==> src/rtl/core/krsl_pkg.sv <==
// shared constants, command codes and control/status types for the key rollover slot logger
// no dependencies; imported by every module of the block

package krsl_pkg;

   // table geometry
   localparam int SLOTS       = 8;
   localparam int REPORT_BITS = 8;
   localparam int SLOT_W      = (SLOTS > 1) ? $clog2(SLOTS) : 1;

   // field widths
   localparam int CMD_W      = 3;
   localparam int CODE_W     = 8;
   localparam int SLOT_IDX_W = 4;
   localparam int MOUSE_W    = 2;

   // configuration port
   localparam int CSR_ADDR_W = 3;
   localparam int CSR_DATA_W = 32;

   // report mask for the key value
   localparam logic [CODE_W-1:0] KEY_MASK = CODE_W'((9'd1 << REPORT_BITS) - 9'd1);

   // command codes
   localparam logic [CMD_W-1:0] CMD_KEY_DOWN   = 3'd0;
   localparam logic [CMD_W-1:0] CMD_KEY_UP     = 3'd1;
   localparam logic [CMD_W-1:0] CMD_LEFT_DOWN  = 3'd2;
   localparam logic [CMD_W-1:0] CMD_LEFT_UP    = 3'd3;
   localparam logic [CMD_W-1:0] CMD_RIGHT_DOWN = 3'd4;
   localparam logic [CMD_W-1:0] CMD_RIGHT_UP   = 3'd5;
   localparam logic [CMD_W-1:0] CMD_TICK       = 3'd6;
   localparam logic [CMD_W-1:0] CMD_CLEAR      = 3'd7;

   // register indexes
   localparam logic CSR_IDX_ENABLE = 1'b0;

   // controller to datapath commands
   typedef struct packed {
      logic apply;       // apply a non-tick word to the table
      logic tick_start;  // snapshot mouse bits and rewind the slot counter
      logic emit;        // load the next slot report into the output register
   } ctrl_cmd_type;

   // datapath to controller status
   typedef struct packed {
      logic out_free;    // output register can take a word this cycle
      logic cnt_last;    // slot counter points at the final slot
   } ctrl_status_type;

endpackage

==> src/rtl/core/krsl_ctrl.sv <==
// controller state machine: accepts request words and sequences the slot reports of a tick
// depends on krsl_pkg

module krsl_ctrl
   import krsl_pkg::*;
(
   input  logic            clock,
   input  logic            reset,
   input  logic            req_valid,
   input  logic [CMD_W-1:0] req_cmd,
   output logic            req_stall,
   input  ctrl_status_type status,
   output ctrl_cmd_type    ctrl
);

   localparam logic ST_IDLE = 1'b0;
   localparam logic ST_TICK = 1'b1;

   logic state_ff;
   logic state_in;
   logic accept;

   // request side only open while idle
   assign req_stall = (state_ff != ST_IDLE);
   assign accept    = req_valid && (state_ff == ST_IDLE);

   // next state and commands
   always_comb begin
      state_in        = state_ff;
      ctrl.apply      = 1'b0;
      ctrl.tick_start = 1'b0;
      ctrl.emit       = 1'b0;
      unique case (state_ff)
         ST_IDLE: begin
            if (accept) begin
               if (req_cmd == CMD_TICK) begin
                  ctrl.tick_start = 1'b1;
                  state_in        = ST_TICK;
               end else begin
                  ctrl.apply = 1'b1;
               end
            end
         end
         ST_TICK: begin
            if (status.out_free) begin
               ctrl.emit = 1'b1;
               if (status.cnt_last) begin
                  state_in = ST_IDLE;
               end
            end
         end
         default: state_in = ST_IDLE;
      endcase
   end

   // state register
   always_ff @(posedge clock) begin
      if (reset) begin
         state_ff <= ST_IDLE;
      end else begin
         state_ff <= state_in;
      end
   end

endmodule

==> src/rtl/core/krsl_datapath.sv <==
// datapath: key slot table, mouse latches, slot counter and the report output register
// depends on krsl_pkg

module krsl_datapath
   import krsl_pkg::*;
(
   input  logic                  clock,
   input  logic                  reset,
   input  logic                  logging_enable,
   input  logic [CMD_W-1:0]      req_cmd,
   input  logic [CODE_W-1:0]     req_key_code,
   input  ctrl_cmd_type          ctrl,
   output ctrl_status_type       status,
   output logic                  rsp_valid,
   input  logic                  rsp_stall,
   output logic [SLOT_IDX_W-1:0] rsp_slot_index,
   output logic [CODE_W-1:0]     rsp_key_value,
   output logic [MOUSE_W-1:0]    rsp_mouse_keys,
   output logic                  rsp_last
);

   logic [CODE_W-1:0]     slot_code_ff [SLOTS];
   logic [CODE_W-1:0]     slot_code_in [SLOTS];
   logic [SLOTS-1:0]      slot_rel_ff;
   logic [SLOTS-1:0]      slot_rel_in;
   logic                  left_pressed_ff, left_pressed_in;
   logic                  left_rel_ff, left_rel_in;
   logic                  right_pressed_ff, right_pressed_in;
   logic                  right_rel_ff, right_rel_in;
   logic [MOUSE_W-1:0]    mouse_ff, mouse_in;
   logic [SLOT_W-1:0]     cnt_ff, cnt_in;

   logic                  rsp_valid_ff, rsp_valid_in;
   logic [SLOT_IDX_W-1:0] rsp_slot_index_ff, rsp_slot_index_in;
   logic [CODE_W-1:0]     rsp_key_value_ff, rsp_key_value_in;
   logic [MOUSE_W-1:0]    rsp_mouse_keys_ff, rsp_mouse_keys_in;
   logic                  rsp_last_ff, rsp_last_in;

   logic                  held;
   logic                  empty_found;
   logic [SLOT_W-1:0]     empty_idx;
   logic                  up_found;
   logic [SLOT_W-1:0]     up_idx;
   logic                  code_nz;

   assign code_nz = (req_key_code != '0);

   // slot searches: held unreleased, first empty, first holding the code
   always_comb begin
      held        = 1'b0;
      empty_found = 1'b0;
      empty_idx   = '0;
      up_found    = 1'b0;
      up_idx      = '0;
      for (int i = 0; i < SLOTS; i++) begin
         if (slot_code_ff[i] == req_key_code && !slot_rel_ff[i]) begin
            held = 1'b1;
         end
         if (!empty_found && slot_code_ff[i] == '0) begin
            empty_found = 1'b1;
            empty_idx   = SLOT_W'(i);
         end
         if (!up_found && slot_code_ff[i] == req_key_code) begin
            up_found = 1'b1;
            up_idx   = SLOT_W'(i);
         end
      end
   end

   // table and latch updates
   always_comb begin
      slot_code_in     = slot_code_ff;
      slot_rel_in      = slot_rel_ff;
      left_pressed_in  = left_pressed_ff;
      left_rel_in      = left_rel_ff;
      right_pressed_in = right_pressed_ff;
      right_rel_in     = right_rel_ff;
      mouse_in         = mouse_ff;
      cnt_in           = cnt_ff;

      if (ctrl.apply) begin
         if (req_cmd == CMD_CLEAR) begin
            for (int i = 0; i < SLOTS; i++) begin
               slot_code_in[i] = '0;
            end
            slot_rel_in      = '0;
            left_pressed_in  = 1'b0;
            left_rel_in      = 1'b0;
            right_pressed_in = 1'b0;
            right_rel_in     = 1'b0;
         end else if (logging_enable) begin
            unique case (req_cmd)
               CMD_KEY_DOWN: begin
                  if (code_nz && !held && empty_found) begin
                     slot_code_in[empty_idx] = req_key_code;
                     slot_rel_in[empty_idx]  = 1'b0;
                  end
               end
               CMD_KEY_UP: begin
                  if (code_nz && up_found) begin
                     slot_rel_in[up_idx] = 1'b1;
                  end
               end
               CMD_LEFT_DOWN: begin
                  left_pressed_in = 1'b1;
                  left_rel_in     = 1'b0;
               end
               CMD_LEFT_UP:    left_rel_in = 1'b1;
               CMD_RIGHT_DOWN: begin
                  right_pressed_in = 1'b1;
                  right_rel_in     = 1'b0;
               end
               CMD_RIGHT_UP:   right_rel_in = 1'b1;
               default: ;
            endcase
         end
      end

      // tick start: snapshot the buttons, drop released presses
      if (ctrl.tick_start) begin
         mouse_in = {right_pressed_ff, left_pressed_ff};
         cnt_in   = '0;
         if (left_rel_ff) begin
            left_pressed_in = 1'b0;
         end
         if (right_rel_ff) begin
            right_pressed_in = 1'b0;
         end
      end

      // report step: empty the slot once it has been reported as released
      if (ctrl.emit) begin
         cnt_in = cnt_ff + SLOT_W'(1);
         if (slot_rel_ff[cnt_ff]) begin
            slot_code_in[cnt_ff] = '0;
            slot_rel_in[cnt_ff]  = 1'b0;
         end
      end
   end

   // output register
   always_comb begin
      rsp_valid_in      = rsp_valid_ff;
      rsp_slot_index_in = rsp_slot_index_ff;
      rsp_key_value_in  = rsp_key_value_ff;
      rsp_mouse_keys_in = rsp_mouse_keys_ff;
      rsp_last_in       = rsp_last_ff;
      if (ctrl.emit) begin
         rsp_valid_in      = 1'b1;
         rsp_slot_index_in = SLOT_IDX_W'(cnt_ff);
         rsp_key_value_in  = slot_code_ff[cnt_ff] & KEY_MASK;
         rsp_mouse_keys_in = mouse_ff;
         rsp_last_in       = status.cnt_last;
      end else if (!rsp_stall) begin
         rsp_valid_in = 1'b0;
      end
   end

   assign status.out_free = !rsp_valid_ff || !rsp_stall;
   assign status.cnt_last = (cnt_ff == SLOT_W'(SLOTS - 1));

   // state with reset values
   always_ff @(posedge clock) begin
      if (reset) begin
         for (int i = 0; i < SLOTS; i++) begin
            slot_code_ff[i] <= '0;
         end
         slot_rel_ff      <= '0;
         left_pressed_ff  <= 1'b0;
         left_rel_ff      <= 1'b0;
         right_pressed_ff <= 1'b0;
         right_rel_ff     <= 1'b0;
         cnt_ff           <= '0;
         rsp_valid_ff     <= 1'b0;
      end else begin
         slot_code_ff     <= slot_code_in;
         slot_rel_ff      <= slot_rel_in;
         left_pressed_ff  <= left_pressed_in;
         left_rel_ff      <= left_rel_in;
         right_pressed_ff <= right_pressed_in;
         right_rel_ff     <= right_rel_in;
         cnt_ff           <= cnt_in;
         rsp_valid_ff     <= rsp_valid_in;
      end
   end

   // payload registers
   always_ff @(posedge clock) begin
      mouse_ff          <= mouse_in;
      rsp_slot_index_ff <= rsp_slot_index_in;
      rsp_key_value_ff  <= rsp_key_value_in;
      rsp_mouse_keys_ff <= rsp_mouse_keys_in;
      rsp_last_ff       <= rsp_last_in;
   end

   assign rsp_valid      = rsp_valid_ff;
   assign rsp_slot_index = rsp_slot_index_ff;
   assign rsp_key_value  = rsp_key_value_ff;
   assign rsp_mouse_keys = rsp_mouse_keys_ff;
   assign rsp_last       = rsp_last_ff;

endmodule

==> src/rtl/core/key_rollover_slot_logger_core.sv <==
// Top level of the key rollover slot logger: enable register, controller and datapath.
// Non-tick words are applied while idle; the next word is accepted in the following cycle.
// A tick moves one slot report per cycle from the
// slot counter into the output register, and pauses while the result side stalls.
// Reset (synchronous, active high) empties every slot, clears the button latches
// and leaves logging disabled. Depends on krsl_pkg, krsl_ctrl and krsl_datapath.

module key_rollover_slot_logger_core
   import krsl_pkg::*;
(
   input  logic                  clock,
   input  logic                  reset,
   // request channel
   input  logic                  req_valid,
   output logic                  req_stall,
   input  logic [CMD_W-1:0]      req_cmd,
   input  logic [CODE_W-1:0]     req_key_code,
   // report channel
   output logic                  rsp_valid,
   input  logic                  rsp_stall,
   output logic [SLOT_IDX_W-1:0] rsp_slot_index,
   output logic [CODE_W-1:0]     rsp_key_value,
   output logic [MOUSE_W-1:0]    rsp_mouse_keys,
   output logic                  rsp_last,
   // configuration port
   input  logic                  psel,
   input  logic                  penable,
   input  logic                  pwrite,
   input  logic [CSR_ADDR_W-1:0] paddr,
   input  logic [CSR_DATA_W-1:0] pwdata,
   output logic [CSR_DATA_W-1:0] prdata,
   output logic                  pready
);

   ctrl_cmd_type    ctrl;
   ctrl_status_type status;
   logic            enable_ff;
   logic            enable_in;
   logic            csr_idx;
   logic            csr_wr;

   // register decode: word index from the byte address
   assign pready  = 1'b1;
   assign csr_idx = paddr[2];
   assign csr_wr  = psel && penable && pwrite && pready;

   always_comb begin
      enable_in = enable_ff;
      if (csr_wr && csr_idx == CSR_IDX_ENABLE) begin
         enable_in = pwdata[0];
      end
   end

   always_comb begin
      prdata = '0;
      if (csr_idx == CSR_IDX_ENABLE) begin
         prdata = CSR_DATA_W'(enable_ff);
      end
   end

   always_ff @(posedge clock) begin
      if (reset) begin
         enable_ff <= 1'b0;
      end else begin
         enable_ff <= enable_in;
      end
   end

   // controller
   krsl_ctrl u_ctrl (
      .clock     (clock),
      .reset     (reset),
      .req_valid (req_valid),
      .req_cmd   (req_cmd),
      .req_stall (req_stall),
      .status    (status),
      .ctrl      (ctrl)
   );

   // datapath
   krsl_datapath u_datapath (
      .clock          (clock),
      .reset          (reset),
      .logging_enable (enable_ff),
      .req_cmd        (req_cmd),
      .req_key_code   (req_key_code),
      .ctrl           (ctrl),
      .status         (status),
      .rsp_valid      (rsp_valid),
      .rsp_stall      (rsp_stall),
      .rsp_slot_index (rsp_slot_index),
      .rsp_key_value  (rsp_key_value),
      .rsp_mouse_keys (rsp_mouse_keys),
      .rsp_last       (rsp_last)
   );

endmodule
==> config.mk <==
export PLATFORM = sky130hd
export DESIGN_NAME = key_rollover_slot_logger_core
export DESIGN_NICKNAME = d
export VERILOG_FILES = /design/src/rtl/core/krsl_pkg.sv /design/src/rtl/core/krsl_ctrl.sv /design/src/rtl/core/krsl_datapath.sv /design/src/rtl/core/key_rollover_slot_logger_core.sv
export SDC_FILE = /design/constraint.sdc
export NUM_CORES = 1
export LEC_CHECK = 0
export BUFFER_PORTS_ARGS = -buffer_cell sky130_fd_sc_hd__buf_4
export CORE_UTILIZATION = 52
export CTS_CLUSTER_SIZE = 10
export DETAILED_ROUTE_END_ITERATION = 10
export PLACE_DENSITY = 0.75
export SLEW_MARGIN = 15
export SYNTH_ARGS = -nofsm -noshare
export SYNTH_HDL_FRONTEND = slang
export SYNTH_HIERARCHICAL = 1
export SYNTH_SLANG_ARGS = --single-unit
export TNS_END_PERCENT = 10
==> constraint.sdc <==
create_clock -name clock -period 2.87 [get_ports clock]
set_input_delay 0.574 -clock clock [delete_from_list [all_inputs] [get_ports clock]]
set_output_delay 0.574 -clock clock [all_outputs]
set_load 0.01 [all_outputs]
# Word-level counts from Yosys, hierarchy flattened

Index checks and enable logic that the tools add are counted.

Memories kept: 0
Bits in latches: 0
Output and inout bits: 50
Memory bits (writable): 0
Bits in registers: 98
Memory bits (read-only): 0

Shifts and indexed selects: 0
Divide/modulo/power cells: 0
$add $sub $neg: 1
Equal/unequal tests: 17
Multipliers: 0
Reduce and logical (&&, ||, !) cells: 76
Mux-type cells: 102
Bitwise logic cells: 11
$lt $le $gt $ge: 10

Operator list:

| cell               | number |
|---|---|
| $mux 64            | 7 |
| $mux 8             | 11 |
| $and 64x64->64     | 1 |
| $bwmux 64          | 1 |
| $eq 8x8->1         | 8 |
| $logic_not 8->1    | 8 |
| $not 64->64        | 1 |
| $mux 1             | 56 |
| $demux 8 s3        | 2 |
| $logic_and 1x1->1  | 34 |
| $mux 3             | 10 |
| $logic_not 1->1    | 25 |
| $bmux 8 s3         | 1 |
| $and 8x8->8        | 2 |
| $not 8->8          | 2 |
| $pmux 8 s2         | 1 |
| $eq 3x3->1 const B | 5 |
| $lt 3x4->1 const B | 3 |
| $mux 2             | 6 |
| $demux 1 s3        | 3 |
| $ge 3x1->1 const B | 3 |
| $ge 4x4->1 const B | 2 |
| $lt 4x1->1 const B | 2 |
| $not 3->4          | 2 |
| 14 further kinds   | 21 |

# Depth between registers and ports, before layout

Depth in word-level cells: 37
Mapped depth: 11
Gate-level depth less buffers: 9

# Cells and area by module

The synthesis kept the hierarchy.

By module, submodules not included:

| module                        | instances | cells each | sequential area each (sq um) | area each (sq um) |
|---|---|---|---|---|
| krsl_datapath                 | 1         | 677        | 2,082.0                      | 6,005.8 |
| key_rollover_slot_logger_core | 1         | 40         | 20.0                         | 309.0 |
| krsl_ctrl                     | 1         | 8          | 20.0                         | 83.8 |

# Least setup slack after synthesis

Ideal clock, no wire load.

Path type: input-to-reg
Start: input port req_cmd[0]
End: register u_datapath/slot_code_ff[16] (netlist name)
Library setup time: 60 ps
Buffers on the path: 3
Stages: 10
Slack: -107 ps
Data arrival time: 2,916 ps
Cell sequence: nand3b_1 and3b_2 clkbuf_1 nand2_1 nor4_2 nand3_1 buf_2 nor2_1 clkbuf_1 a41o_1

RTL lines:

| element                | RTL line                            | text |
|---|---|---|
| start: declaration     | key_rollover_slot_logger_core.sv:16 | `input logic [CMD_W-1:0] req_cmd,` |
| end signal: assignment | krsl_datapath.sv:176                | `slot_code_ff <= slot_code_in;` |
| end: declaration       | krsl_datapath.sv:22                 | `logic [CODE_W-1:0] slot_code_ff [SLOTS];` |

# Worst setup path after layout

Start: register u_datapath/slot_code_ff[44] (netlist name)
End: register u_datapath/slot_code_ff[25] (netlist name)

Word-level cells in the longest chain between the ends: 32
Elaborated cells between the ends (all ways): 50
Classes of those cells: order compare: 2; eq/ne: 1; mux: 28; bitwise: 2; reduce/logical: 17

Ends and longest elaborated chain:

| element                  | RTL line             | text |
|---|---|---|
| $logic_not 8->1          | krsl_datapath.sv:59  | `if (!empty_found && slot_code_ff[i] == '0) begin` |
| $logic_and 1x1->1        | krsl_datapath.sv:59  |  |
| $mux 1                   | krsl_datapath.sv:59  |  |
| $logic_not 1->1          | krsl_datapath.sv:59  |  |
| $logic_and 1x1->1        | krsl_datapath.sv:59  |  |
| $mux 1                   | krsl_datapath.sv:59  |  |
| $logic_not 1->1          | krsl_datapath.sv:59  |  |
| $logic_and 1x1->1        | krsl_datapath.sv:59  |  |
| [... 16 more ...]        | --                   |  |
| $mux 64 (*)              | krsl_datapath.sv:94  | `if (code_nz && !held && empty_found) begin` |
| $mux 64 (*)              | krsl_datapath.sv:92  | `unique case (req_cmd)` |
| $mux 64 (*)              | krsl_datapath.sv:91  | `end else if (logging_enable) begin` |
| $mux 64 (*)              | krsl_datapath.sv:82  | `if (req_cmd == CMD_CLEAR) begin` |
| $mux 64 (*)              | krsl_datapath.sv:81  | `if (ctrl.apply) begin` |
| $and 64x64->64 (no line) | --                   |  |
| $mux 64                  | krsl_datapath.sv:134 | `if (slot_rel_ff[cnt_ff]) begin` |
| $mux 64 (*)              | krsl_datapath.sv:132 | `if (ctrl.emit) begin` |

Every way passes the cells marked *; elsewhere a longest branch is shown, timed or not.
A chain may end at the register's enable or synchronous reset.

==> results.md <==
* Status: completed
* Post-route non-filler standard cell count at about 930
* First-pass GRT wire length at between 30000 and 40000 um
* Synth Warn # at 6
* H-tree depth at 3
* Flops & latches, synth at 98
* CTS clk-pin slew, worst paths at around 0.06 ns
* WL per Instance at ~21 um
* CTS tree: built
* EDFF count, synth at 16
* Pwr per Cell Area at 410 nW/um^2
* Setup Buffers After CTS at 0
* Cells after Synth at ~730
* Post-place setup slack at -0.117 ns
* CP endpoint kind: register
* IO Port Bufs at 36
* Vias/cell at 6.69
* Critical Path RT at 3.11 ns
* Clock Skews at 0.00596 ns
* Worst Hold Class: register to register
* DP Cell Count at just over 900
* Initial Utilization at 53.3%
* Antenna Nets Post-Route at 0
* Setup CP Type: register to register
* Final HPWL DP at 13900 um
* Max Freq at 0.357 GHz
* Dominant synthesized flop cell: dfxtp_1
* Initial antenna violation count at 0
* Die area at 12800 um^2
* Startpoint Class: register
* Pre-antenna DRT Iters at 6
* Total Wirelength at between 15000 and 20000 um
* Layout overhead on the synthesized area at 15.0%
* Measured slew at the worst slew-check pin at a little over 0.7 ns
* Total grt overflow at 0
* Min Tclk post-route at 2.80 ns
* Max_cap viols at 0
* Core area at 12000 um^2
* Static Leak at roughly 0.0032 uW
* CTS Sinks at 98
* Post-synthesis sequential area ratio at 33.2%
* Vias in the first global route at 5698
* Root Buffer Master: clkbuf_16
* Most frequent cells in the layout: buf_4 (102), dfxtp_1 (82), nand2_1 (41)
* Clk buf depth at 2
* CTS Buf Count at 9
* Skew-Pair Late Insertion Delay at 0.35 ns
* CP max stage delay at roughly 0.57 ns
* Distinct cells, synth at 72
* Post-CTS Hold Fix Bufs at 0
* Final WS setup at 0.0674 ns
* Initial DRC Count at 747
* Worst vdd ir at ~0.00032 V
* Via Count at 6212
* Crit Path Max Fanout at 24
* Gp weighted congestion at ~0.98
* Slew Limit Fails at 0
* Leading cell type in the layout, fill and taps excluded: buf_4
* # IOs at slightly above 100
* Final Hold Viols at 0
* Layout cells sized above 1 at between 10% and 20%
* Worst path most repeated cell: buf_12
* DRC Markers at 0
* Post-cts repair resize count at 0
* FP Rows at 40
* Worst-path cell chain: or4_1 -> nor2_4 -> and4b_1 -> a32o_1 -> nand4bb_4 -> buf_12 -> or2_1 -> buf_12 -> a221o_1
* Largest net degree at the start of global routing at 35
* Max-Slew Margin vs Limit at between 50% and 60%
* Die height at 113 um
* Avg Inst Size Synth at 8.83 um^2
* Die width at 113 um
* Final TNS setup at 0 ns
* Count of final setup violators at 0
* Total track usage at 30.9%
* Diodes inserted at 0
* Final worst-path cycle share at between 90% and 100%
* CP max stage cell: or4_1
* Mapped cell area at 6400 um^2
* FFs w/ async S/R, synth at 0%
* CP arrival at between 3 and 4 ns
* Nets at 832
-- report_power, final --
| group | total [uW] | leakage (uW) | internal, uW | switching [uW] |
|---|---|---|---|---|
| Sequential | 1400 | 0.000825 | 1400 | 2.82 |
| Combinational | 317 | 0.00222 | 101 | 216 |
| Clock | 1300 | 0.000151 | 790 | 510 |
-- registers in the layout, summed over array words and instances (netlist names) --
signal / count
u_datapath/cnt_ff: 3
u_datapath/rsp_mouse_keys: 2
u_datapath/rsp_valid: 1
u_datapath/slot_rel_ff: 8
u_datapath/right_pressed_ff: 1
u_datapath/mouse_ff: 2
u_datapath/rsp_last: 1
u_datapath/slot_code_ff: 64
u_datapath/right_rel_ff: 1
u_datapath/left_pressed_ff: 1
u_datapath/rsp_key_value: 8
u_ctrl/req_stall: 1
u_datapath/left_rel_ff: 1
enable_ff: 1
u_datapath/rsp_slot_index: 3
-- cell families (layout without fill, tap and decap cells) --
| family | Yosys count | count (layout) | share of synthesized area, % |
|---|---|---|---|
| buffers and inverters | 105 | 132 | 8.90 |
| and+or+nand+nor | 236 | 236 | 20.2 |
| other | 3 | 33 | 0.176 |
| adders and majority gates | 2 | 2 | 0.391 |
| AOI/OAI and AO/OA | 193 | 193 | 24.1 |
| DFF | 98 | 98 | 33.2 |
| xor gates and xnor gates | 64 | 64 | 8.76 |
| muxes | 24 | 24 | 4.28 |
-- Yosys cell counts, types with 11 or more instances --
cell type  number  area share (%)
dfxtp_1        82              26
nand2_1        41             2.4
xor2_1         40             5.5
nor2_1         39             2.3
clkbuf_1       37             2.2
buf_4          33             3.9
nand3_1        33             2.6
and2_1         26             2.5
and3_1         25             2.4
a221o_1        24             3.8
nor4_1         24             2.3
xnor2_1        24             3.3
a21oi_1        22             1.7
a31oi_1        17             1.7
a41o_1         17             2.7
buf_2          17             1.3
o211ai_1       17             2.0
edfxtp_1       16             7.5
o211a_1        16             2.5
o221ai_1       16             2.2
mux2i_1        15             2.3
o21ai_0        11            0.86
-- cell type report --
cell class,count,area [um^2]
repair buffers,104,806
clock buffers,14,254
inverters,12,45.0
flip-flops and latches,98,2120
well taps,147,184
fillers,1001,4660
multi-input cells,552,3880
clock inverters,2,60.1
-- path summary, 6_finish.rpt --
path	start	end	slack, ns	cells after the start
min reg2reg	u_datapath/mouse_ff[1]	u_datapath/rsp_mouse_keys[1]	0.42	0
min	u_datapath/mouse_ff[1]	u_datapath/rsp_mouse_keys[1]	0.42	0
max	u_datapath/slot_code_ff[44]	u_datapath/slot_code_ff[25]	0.07	9
max reg2reg	u_datapath/slot_code_ff[44]	u_datapath/slot_code_ff[25]	0.07	9
-- worst max-delay path, delay by kind of cell, from the launching register on --
| family | cells | cell delay [ns] |
|---|---|---|
| and+or+nand+nor | 5 | 1.41 |
| DFF | 1 | 0.31 |
| buffers and inverters | 2 | 0.34 |
| AOI/OAI and AO/OA | 2 | 0.62 |
-- per-layer routing --
layer  up-vias  track usage [%]  routed length [um]
li1       2794                -                   -
met5         -                0                   0
met1      2980             39.9                8060
met4         0             15.4                 707
met2       372             50.5                9260
met3        66             4.77                1680
-- stage by stage --
stage	instance area [um^2]	hold WS, ns	total power (uW)	utilization, %
final	7360	0.424	3020	61.2
after global routing	7360	0.430	3110	61.2
after CTS	7310	0.428	3020	60.8
after detailed placement	6990	0.412	1740	58.2
after global placement	6990	0.403	1730	58.2
after floorplan	6520	0.400	1660	-
Power figures use the tool's default switching activity.
